File: src/hw/rtl/rpn_pkg.sv
package rpn_pkg;

  localparam int DEF_STACK_DEPTH   = 64;
  localparam int DEF_NUM_VARIABLES = 256;
  localparam int DEF_FRAC_BITS     = 16;
  localparam int W                 = 48;

  localparam logic [1:0] REQ_PUSH  = 2'd0;
  localparam logic [1:0] REQ_VARID = 2'd1;
  localparam logic [1:0] REQ_OP    = 2'd2;
  localparam logic [1:0] REQ_STORE = 2'd3;

  localparam logic [2:0] OP_ADD     = 3'd0;
  localparam logic [2:0] OP_SUB     = 3'd1;
  localparam logic [2:0] OP_MUL     = 3'd2;
  localparam logic [2:0] OP_DIV     = 3'd3;
  localparam logic [2:0] OP_MOD     = 3'd4;
  localparam logic [2:0] OP_TRUNC   = 3'd5;
  localparam logic [2:0] OP_FETCH   = 3'd6;
  localparam logic [2:0] OP_INVALID = 3'd7;

  localparam logic [2:0] ST_OK       = 3'd0;
  localparam logic [2:0] ST_DIVZERO  = 3'd1;
  localparam logic [2:0] ST_UNDER    = 3'd2;
  localparam logic [2:0] ST_OVER     = 3'd3;
  localparam logic [2:0] ST_UNKVAR   = 3'd4;
  localparam logic [2:0] ST_BADDEPTH = 3'd5;
  localparam logic [2:0] ST_BADOP    = 3'd6;

  typedef struct packed {
    logic [1:0]        req_type;
    logic signed [W-1:0] value;
    logic [7:0]        var_id;
    logic [2:0]        op_code;
    logic              last;
  } in_item_t;

  typedef struct packed {
    logic signed [W-1:0] result_value;
    logic [2:0]          status;
  } out_item_t;

  typedef enum logic [3:0] {
    S_IDLE, S_RD_B, S_RD_A, S_WAIT, S_EXEC, S_FETCH, S_MUL, S_DIV, S_PUSH,
    S_FINISH, S_RD_0, S_OUT
  } state_t;

  // controller to datapath
  typedef struct packed {
    logic       load_item;   // capture input item
    logic       store_var;   // variable table write
    logic       rd_top;      // read stack at depth-1, pop
    logic       cap_b;       // latch read data as b
    logic       cap_a;       // latch read data as a
    logic       fetch_rd;    // read variable table at a
    logic       mul_start;
    logic       div_start;
    logic       push_res;    // push result register
    logic       push_in;     // push from item
    logic       rd_bottom;   // read entry 0
    logic       set_err;
    logic [2:0] err_code;
    logic       clear_expr;
    logic       out_load;
  } ctl_t;

  // datapath to controller
  typedef struct packed {
    logic       full;
    logic       depth_ge1;
    logic       depth_ge2;
    logic       depth_one;
    logic       err_set;
    logic       b_zero;
    logic       ib_zero;
    logic       var_ok;
    logic       mul_done;
    logic       div_done;
  } sts_t;

endpackage

File: src/hw/rtl/rpn_ctrl.sv
module rpn_ctrl (
  input  logic            clk,
  input  logic            rst,
  input  logic            in_valid,
  output logic            in_ready,
  input  rpn_pkg::in_item_t item,
  output logic            out_valid,
  input  logic            out_ready,
  input  rpn_pkg::sts_t   sts,
  output rpn_pkg::ctl_t   ctl
);
  import rpn_pkg::*;

  state_t   state, state_next;
  in_item_t cur;
  logic     ovalid, ovalid_next;

  // item register for decode
  always_ff @(posedge clk) begin
    if (in_valid && in_ready) begin
      cur <= item;
    end
  end

  always_ff @(posedge clk) begin
    if (rst) begin
      state  <= S_IDLE;
      ovalid <= 1'b0;
    end else begin
      state  <= state_next;
      ovalid <= ovalid_next;
    end
  end

  assign out_valid = ovalid;
  assign in_ready  = (state == S_IDLE);

  // next state and commands
  always_comb begin
    state_next  = state;
    ovalid_next = ovalid && !out_ready;
    ctl         = '0;
    unique case (state)
      S_IDLE: begin
        if (in_valid) begin
          ctl.load_item = 1'b1;
          state_next    = S_WAIT;
        end
      end
      S_WAIT: begin
        state_next = S_FINISH;
        if (cur.req_type == REQ_STORE) begin
          ctl.store_var = 1'b1;
        end else if (!sts.err_set) begin
          if (cur.req_type != REQ_OP) begin
            if (sts.full) begin
              ctl.set_err  = 1'b1;
              ctl.err_code = ST_OVER;
            end else begin
              ctl.push_in = 1'b1;
            end
          end else if (cur.op_code == OP_INVALID) begin
            ctl.set_err  = 1'b1;
            ctl.err_code = ST_BADOP;
          end else if (cur.op_code == OP_TRUNC || cur.op_code == OP_FETCH) begin
            if (!sts.depth_ge1) begin
              ctl.set_err  = 1'b1;
              ctl.err_code = ST_UNDER;
            end else begin
              ctl.rd_top = 1'b1;
              state_next = S_RD_A;
            end
          end else if (!sts.depth_ge2) begin
            ctl.set_err  = 1'b1;
            ctl.err_code = ST_UNDER;
          end else begin
            ctl.rd_top = 1'b1;
            state_next = S_RD_B;
          end
        end
      end
      S_RD_B: begin
        ctl.cap_b  = 1'b1;
        ctl.rd_top = 1'b1;
        state_next = S_RD_A;
      end
      S_RD_A: begin
        ctl.cap_a  = 1'b1;
        state_next = S_EXEC;
      end
      S_EXEC: begin
        state_next = S_PUSH;
        unique case (cur.op_code)
          OP_MUL: begin
            ctl.mul_start = 1'b1;
            state_next    = S_MUL;
          end
          OP_DIV: begin
            if (sts.b_zero) begin
              ctl.set_err  = 1'b1;
              ctl.err_code = ST_DIVZERO;
              state_next   = S_FINISH;
            end else begin
              ctl.div_start = 1'b1;
              state_next    = S_DIV;
            end
          end
          OP_MOD: begin
            if (sts.ib_zero) begin
              ctl.set_err  = 1'b1;
              ctl.err_code = ST_DIVZERO;
              state_next   = S_FINISH;
            end else begin
              ctl.div_start = 1'b1;
              state_next    = S_DIV;
            end
          end
          OP_FETCH: begin
            if (!sts.var_ok) begin
              ctl.set_err  = 1'b1;
              ctl.err_code = ST_UNKVAR;
              state_next   = S_FINISH;
            end else begin
              ctl.fetch_rd = 1'b1;
              state_next   = S_FETCH;
            end
          end
          default: ;
        endcase
      end
      S_FETCH: state_next = S_PUSH;
      S_MUL: if (sts.mul_done) state_next = S_PUSH;
      S_DIV: if (sts.div_done) state_next = S_PUSH;
      S_PUSH: begin
        ctl.push_res = 1'b1;
        state_next   = S_FINISH;
      end
      S_FINISH: begin
        if (!cur.last) begin
          state_next = S_IDLE;
        end else if (!ovalid || out_ready) begin
          ctl.rd_bottom = 1'b1;
          state_next    = S_RD_0;
        end
      end
      S_RD_0: state_next = S_OUT;
      S_OUT: begin
        ctl.out_load   = 1'b1;
        ctl.clear_expr = 1'b1;
        ovalid_next    = 1'b1;
        state_next     = S_IDLE;
      end
      default: state_next = S_IDLE;
    endcase
  end

endmodule

File: config.mk
export PLATFORM = sky130hd
export DESIGN_NAME = rpn_ctrl
export DESIGN_NICKNAME = d
export VERILOG_FILES = /design/src/hw/rtl/rpn_pkg.sv /design/src/hw/rtl/rpn_ctrl.sv
export SDC_FILE = /design/constraint.sdc
export NUM_CORES = 1
export LEC_CHECK = 0
export ABC_AREA = 1
export BUFFER_PORTS_ARGS = -buffer_cell sky130_fd_sc_hd__buf_2
export CORE_ASPECT_RATIO = 1.4
export CORE_MARGIN = 5
export CORE_UTILIZATION = 31
export CTS_BUF_LIST = sky130_fd_sc_hd__clkbuf_16
export CTS_CLUSTER_DIAMETER = 60
export DETAILED_ROUTE_END_ITERATION = 8
export PLACE_DENSITY = 0.8
export RECOVER_POWER = 25
export SLEW_MARGIN = 10
export SYNTH_ARGS = -nofsm -noshare
export SYNTH_HDL_FRONTEND = slang
export SYNTH_SLANG_ARGS = --single-unit
File: constraint.sdc
create_clock -name clk -period 1.4 [get_ports clk]
set_input_delay 0 -clock clk [delete_from_list [all_inputs] [get_ports clk]]
set_output_delay 0 -clock clk [all_outputs]
set_load 0.05 [all_outputs]
==> out/metrics.yaml, run 1 <==
outcome: "complete, but fails checks"
violations: "negative setup slack"
routabilityCongestion: 0.902
clock_path_buffers: 2
comb_power_share_pct: 64.0
vias_per_cell: 4.52
intPower_w: 0.00155
avgSynthCellArea_sq_um: 6.77
yosysWarnings: 0
antenna_cells: 0
power_frac_clock_pct: 17.1
clock_sinks: 11
synthDistinctLibCells: 29
crit_path_start_kind: "register"
grt_max_degree: 9
max-cap-violations: 0
drcViolationCount: 0
syn2layout_area_growth_pct: 76.8
power.density_nw_per_um2: 1800
switching_share_pct: 46.9
synth_edf_count: 6
ios: 95
cts.clk_slew.worst_paths_ns: 0.04
syn_area_sq_um: 913
power.net_switching_w: 0.00137
slew_viol_final: 0
static-leakage-power_nw: 0.801
critPathKind: "reg -> out"
fin_skew_ns: 0.00176
nets: 279
synth_nets: 211
finalWirelength_microns: 2650
yosys.area.top_type: "edfxtp_1"
tns_ns: -0.748
drive_gt1_share_pct: 55.4
portBuffers: 37
required_ns: 1.40
yosys_register_bits: 11
dp_hpwl_microns: 1980
power_frac_seq_pct: 18.9
die_width_microns: 55.9
die_h_microns: 74.2
coreArea_sq_um: 2850
end_kind: "output port"
die-area_sq_um: 4150
synthArstFlopShare_pct: 0
critPathMaxFanout: 7
clock_tree.root_cell: "clkbuf_16"
finalHoldViolations: 0
total_power_w: 0.00291
synth_top_area_share_pct: 19.7
hold_path.class: "in -> reg"
worstMarginPinSlew_ns: 0.296
start_util_pct: 32.1
drtIter0Drc: 31
ant_nets: 0
synth-seq-area-share_pct: 30.7
fill_cells: 251
rows: 23
setup_viol: 11
htree_levels: 1
yosysMostFrequentCell: "nand2_1"
min_period_over_period_pct: 110
wl_per_cell_microns: 11.1
grt.overflow.total: 0
layout_min_cycle_time_ns: 1.54
fmax_ghz: 0.648
vdd_ir_drop_max_v: 0.00148
numCtsBuffers: 3
num_vias: 1080
grt_util_all_layers_pct: 12.3
synthFlopType: "edfxtp_1"
rsz0062_at_grt: "yes"
yosys-top-cells-area: "edfxtp_1 (20%), nand2_1 (12%), dfxtp_1 (11%)"
slew_headroom_pct: 80.3
arrival_ns: 1.54
first_global_vias: 1076
fin_ws_ns: -0.143
drtPass1Iterations: 4
grt_pass1_wl_microns: 4130
cts_tree: "yes"
antenna_found_initial: 0
synth_top_cells_by_count: "nand2_1 (30), nor2_1 (24), inv_1 (15), inv_2 (9), nand3_1 (9)"
clkLatencyLatePin_ns: 0.23
netlist_instances: 135
[power by group through the flow]
| stage | logic, W | clock network (W) | registers [W] |
|---|---|---|---|
| 6_report | 0.00187 | 0.000497 | 0.000550 |
| 5_1_grt | 0.00202 | 0.000531 | 0.000564 |
| 4_1_cts | 0.00173 | 0.000513 | 0.000546 |
| 3_5_place_dp | 0.00152 | 0 | 0.000554 |
| 3_3_place_gp | 0.00151 | 0 | 0.000550 |
| 2_1_floorplan | 0.00116 | 0 | 0.000536 |
[cell type report]
type / count / area [sq um] / share of cell area, %
Timing Repair Buffer: 65 / 503 / 31.1
Clock inverter: 1 / 3.75 / 0.232
Sequential cell: 11 / 283 / 17.5
Inverter: 24 / 92.6 / 5.73
Tap cell: 37 / 46.3 / 2.87
Clock buffer: 3 / 75.1 / 4.65
Multi-Input combinational cell: 98 / 612 / 37.9
[stage by stage]
stage               hold slack [ns]  utilization (%)  instance area, sq um  worst slack [ns]  cells
floorplan                    0.0624                -                   956            -0.237    135
global placement              0.178             42.9                  1220            0.0276    212
detailed placement            0.178             42.9                  1220            0.0190    212
CTS                           0.102             53.6                  1530           -0.0736    231
global route                  0.111             56.7                  1620            -0.225    239
finish                        0.101             56.7                  1620            -0.143    239
[cell families (layout without fill, tap and decap cells)]
logic type             count (synthesis)  in the layout  share of synthesized area (%)
AO/OA/AOI/OAI                         13             13                           11.5
flip-flops                            11             11                           30.7
AND/OR/NAND/NOR                       85             85                           46.3
buffers and inverters                 26             93                           11.5
[layer usage]
layer	vias up	wire length, microns	global-route usage (%)
met3	10	131	2.08
met1	479	988	11.1
met2	29	1430	25.1
li1	562	-	-
met5	-	0	0
met4	0	106	7.39
[cells in the final DEF (no fill, tap or decap), types with 2 or more instances in the layout]
cell | Yosys | routed
buf_2 | 0 | 27
a21oi_1 | 4 | 3
edfxtp_1 | 6 | 6
dfxtp_2 | 0 | 2
nor2_2 | 2 | 9
nand3_1 | 9 | 7
dfxtp_1 | 5 | 3
a21oi_2 | 1 | 2
nand3_2 | 2 | 4
buf_6 | 0 | 12
nor2_1 | 24 | 16
nor3_4 | 0 | 2
nor2_4 | 2 | 3
o22ai_2 | 1 | 2
nand2_1 | 30 | 26
clkbuf_16 | 0 | 3
inv_2 | 9 | 11
dlygate4sd3_1 | 0 | 7
inv_1 | 15 | 13
buf_4 | 2 | 17
nand2_4 | 1 | 2
nand2_2 | 5 | 8
nand4_1 | 3 | 3
[flip-flops by register name, indices dropped and copies added (netlist names)]
register,flops
out_valid,1
cur,6
state,4
[worst paths after layout]
check        startpoint        end  slack (ns)  cells past startpoint
max              cur[3]    ctl[14]       -0.14                      7
min           out_ready  out_valid        0.10                      4
max reg2reg      cur[3]   state[1]       -0.05                     10
min reg2reg    state[0]   state[0]        0.50                      2
[critical path, cell delays in order, from the launching register on]
cell	delay [ns]
edfxtp_1	0.51
buf_4	0.20
nand2_2	0.07
nand2_1	0.06
inv_2	0.07
nand3_2	0.09
o22ai_2	0.13
buf_6	0.18
[timing repair]
| item | CTS | global route |
|---|---|---|
| buffers inserted | 8 | 8 |
| hold endpoints to repair | 8 | 0 |
| resized for setup | 30 | 12 |
| setup endpoints to repair | 10 | 18 |
| hold buffers | 7 | 0 |
| pin swaps | 9 | 5 |
Note: power is estimated with default switching activity, not from simulation.
==> run 2, diff against run 1 <==
Settings changed: GPL_TIMING_DRIVEN set to 0.
==> out/metrics.yaml, run 2 (synthesis gave the netlist of run 1 again) <==
cp_cell_sequence: "inv_1 > nand2_1 > nand4_1 > nand2_2 > nand2_1 > nand4_1 > nand2_1 > buf_6"
crit_path_start_kind: "register"
fill_cells: 236
final_cell_mix: "buf_4 (23), buf_2 (23), nand2_1 (21)"
drcViolationCount: 0
dp_hpwl_microns: 1930
crit_start: "cur[2]"
violations: "negative setup slack"
outcome: "complete, but fails checks"
drtIter0Drc: 28
min_period_over_period_pct: 111
coreArea_sq_um: 2850
antenna_found_initial: 0
slowest_stage: "edfxtp_1"
multi_input_area_sq_um: 653
vdd_ir_drop_max_v: 0.00148
crit_top_cell: "nand2_1"
cts_tree: "yes"
wl_per_cell_microns: 11.9
num_vias: 1113
clock_sinks: 11
portBuffers: 37
die_h_microns: 74.2
hold_path.class: "in -> reg"
largest_reg_flops: 6
grt_pass1_wl_microns: 4130
grt_max_degree: 11
vias_per_cell: 4.62
arrival_ns: 1.55
rows: 23
end_kind: "output port"
clock_tree.root_cell: "clkbuf_16"
regMostFlops: "cur"
die_width_microns: 55.9
whs_path_depth: 4
finalCoreUtilization_pct: 58.8
first_global_vias: 954
seqCellArea_sq_um: 290
grt_util_all_layers_pct: 12.6
antenna_cells: 0
min_from: "out_ready"
whs_endpoint: "out_valid"
static-leakage-power_nw: 0.826
start_util_pct: 32.1
syn2layout_area_growth_pct: 83.4
reg2reg_depth: 9
max-cap-violations: 0
ios: 95
drive_gt1_share_pct: 60.8
slew_headroom_pct: 82.4
cts.clk_slew.worst_paths_ns: 0.04
fin_skew_ns: 0.00342
r2r-end: "state[3]"
numCtsBuffers: 3
required_ns: 1.40
clkLatencyLatePin_ns: 0.24
worstMarginPinSlew_ns: 0.263
clock_path_buffers: 2
htree_levels: 1
ant_nets: 0
critPathMaxFanout: 5
setup_viol: 11
finalWirelength_microns: 2860
place_ws_ns: -0.0870
fmax_ghz: 0.645
fin_ws_ns: -0.151
slew_viol_final: 0
routabilityCongestion: 0.883
layout_min_cycle_time_ns: 1.55
critPathKind: "reg -> out"
r2r_setup_slack_ns: -0.07
power.density_nw_per_um2: 1850
rsz0062_at_grt: "yes"
max_stage_delay_ns: 0.49
nets: 281
finalHoldViolations: 0
drtPass1Iterations: 4
die-area_sq_um: 4150
grt.overflow.total: 0
r2r_start: "cur[2]"
run 2: cell count changes in the layout (fill, tap and decap cells not counted), sizes merged:
| cell | previous run | this run |
|---|---|---|
| inv | 25 | 24 |
| clkbuf | 3 | 5 |
| clkinv | 0 | 1 |
run 2: how the worst max path moves through the flow:
stage	endpoint	slack (ns)	depth (start not counted)
floorplan	ctl[14]	-0.24	7
global placement	ctl[4]	-0.07	7
detailed placement	ctl[4]	-0.09	7
CTS	ctl[5]	-0.1	8
global route	ctl[5]	-0.22	8
finish	ctl[5]	-0.15	8
run 2: timing repair:
action / CTS / global route
resized for setup: 28 / 34
pin swaps: 6 / 20
setup buffers: 7 / 14
hold buffers: 7 / 0
hold endpoints to repair: 8 / 0
endpoints found under the setup margin: 12 / 17
run 2: layer usage:
layer | vias to the layer above | wire (microns) | GRT usage [%]
met5 | - | 0 | 0
li1 | 573 | - | -
met3 | 9 | 149 | 2.43
met1 | 500 | 1090 | 12.8
met2 | 31 | 1540 | 23.7
met4 | 0 | 78 | 8.18
run 2: layout make-up:
type                       count  share of cell area [%]
buffer                         2                   0.896
multi-input combinational     98                    39.0
sequential                    11                    17.3
clock buffer                   3                    4.48
tap                           37                    2.76
clock inverter                 1                   0.299
timing repair buffer          65                    29.9
inverter                      24                    5.38
run 2: worst max-delay path: cells and delay by family, from the launching register on:
| kind | cells | cell delay (ns) |
|---|---|---|
| DFF | 1 | 0.49 |
| buffers and inverters | 2 | 0.30 |
| and+or+nand+nor | 6 | 0.54 |
run 2: power by group:
group | switching [W] | total (W) | leakage [nW] | internal (W)
registers | 0.000118 | 0.000592 | 0.0994 | 0.000474
logic | 0.00121 | 0.00199 | 0.686 | 0.000779
clock network | 0.000139 | 0.000517 | 0.0409 | 0.000378
total | 0.00147 | 0.00310 | 0.826 | 0.00163
run 2: stage by stage:
step                total power (W)  instance area [sq um]  setup TNS [ns]  std cells  hold WS, ns
floorplan                   0.00169                    956           -1.03        135       0.0624
global placement            0.00195                   1190         -0.0716        209        0.185
detailed placement          0.00197                   1190          -0.129        209        0.178
CTS                         0.00271                   1470          -0.522        227       0.0890
global route                0.00328                   1680           -1.56        241        0.115
finish                      0.00310                   1680          -0.807        241       0.0917
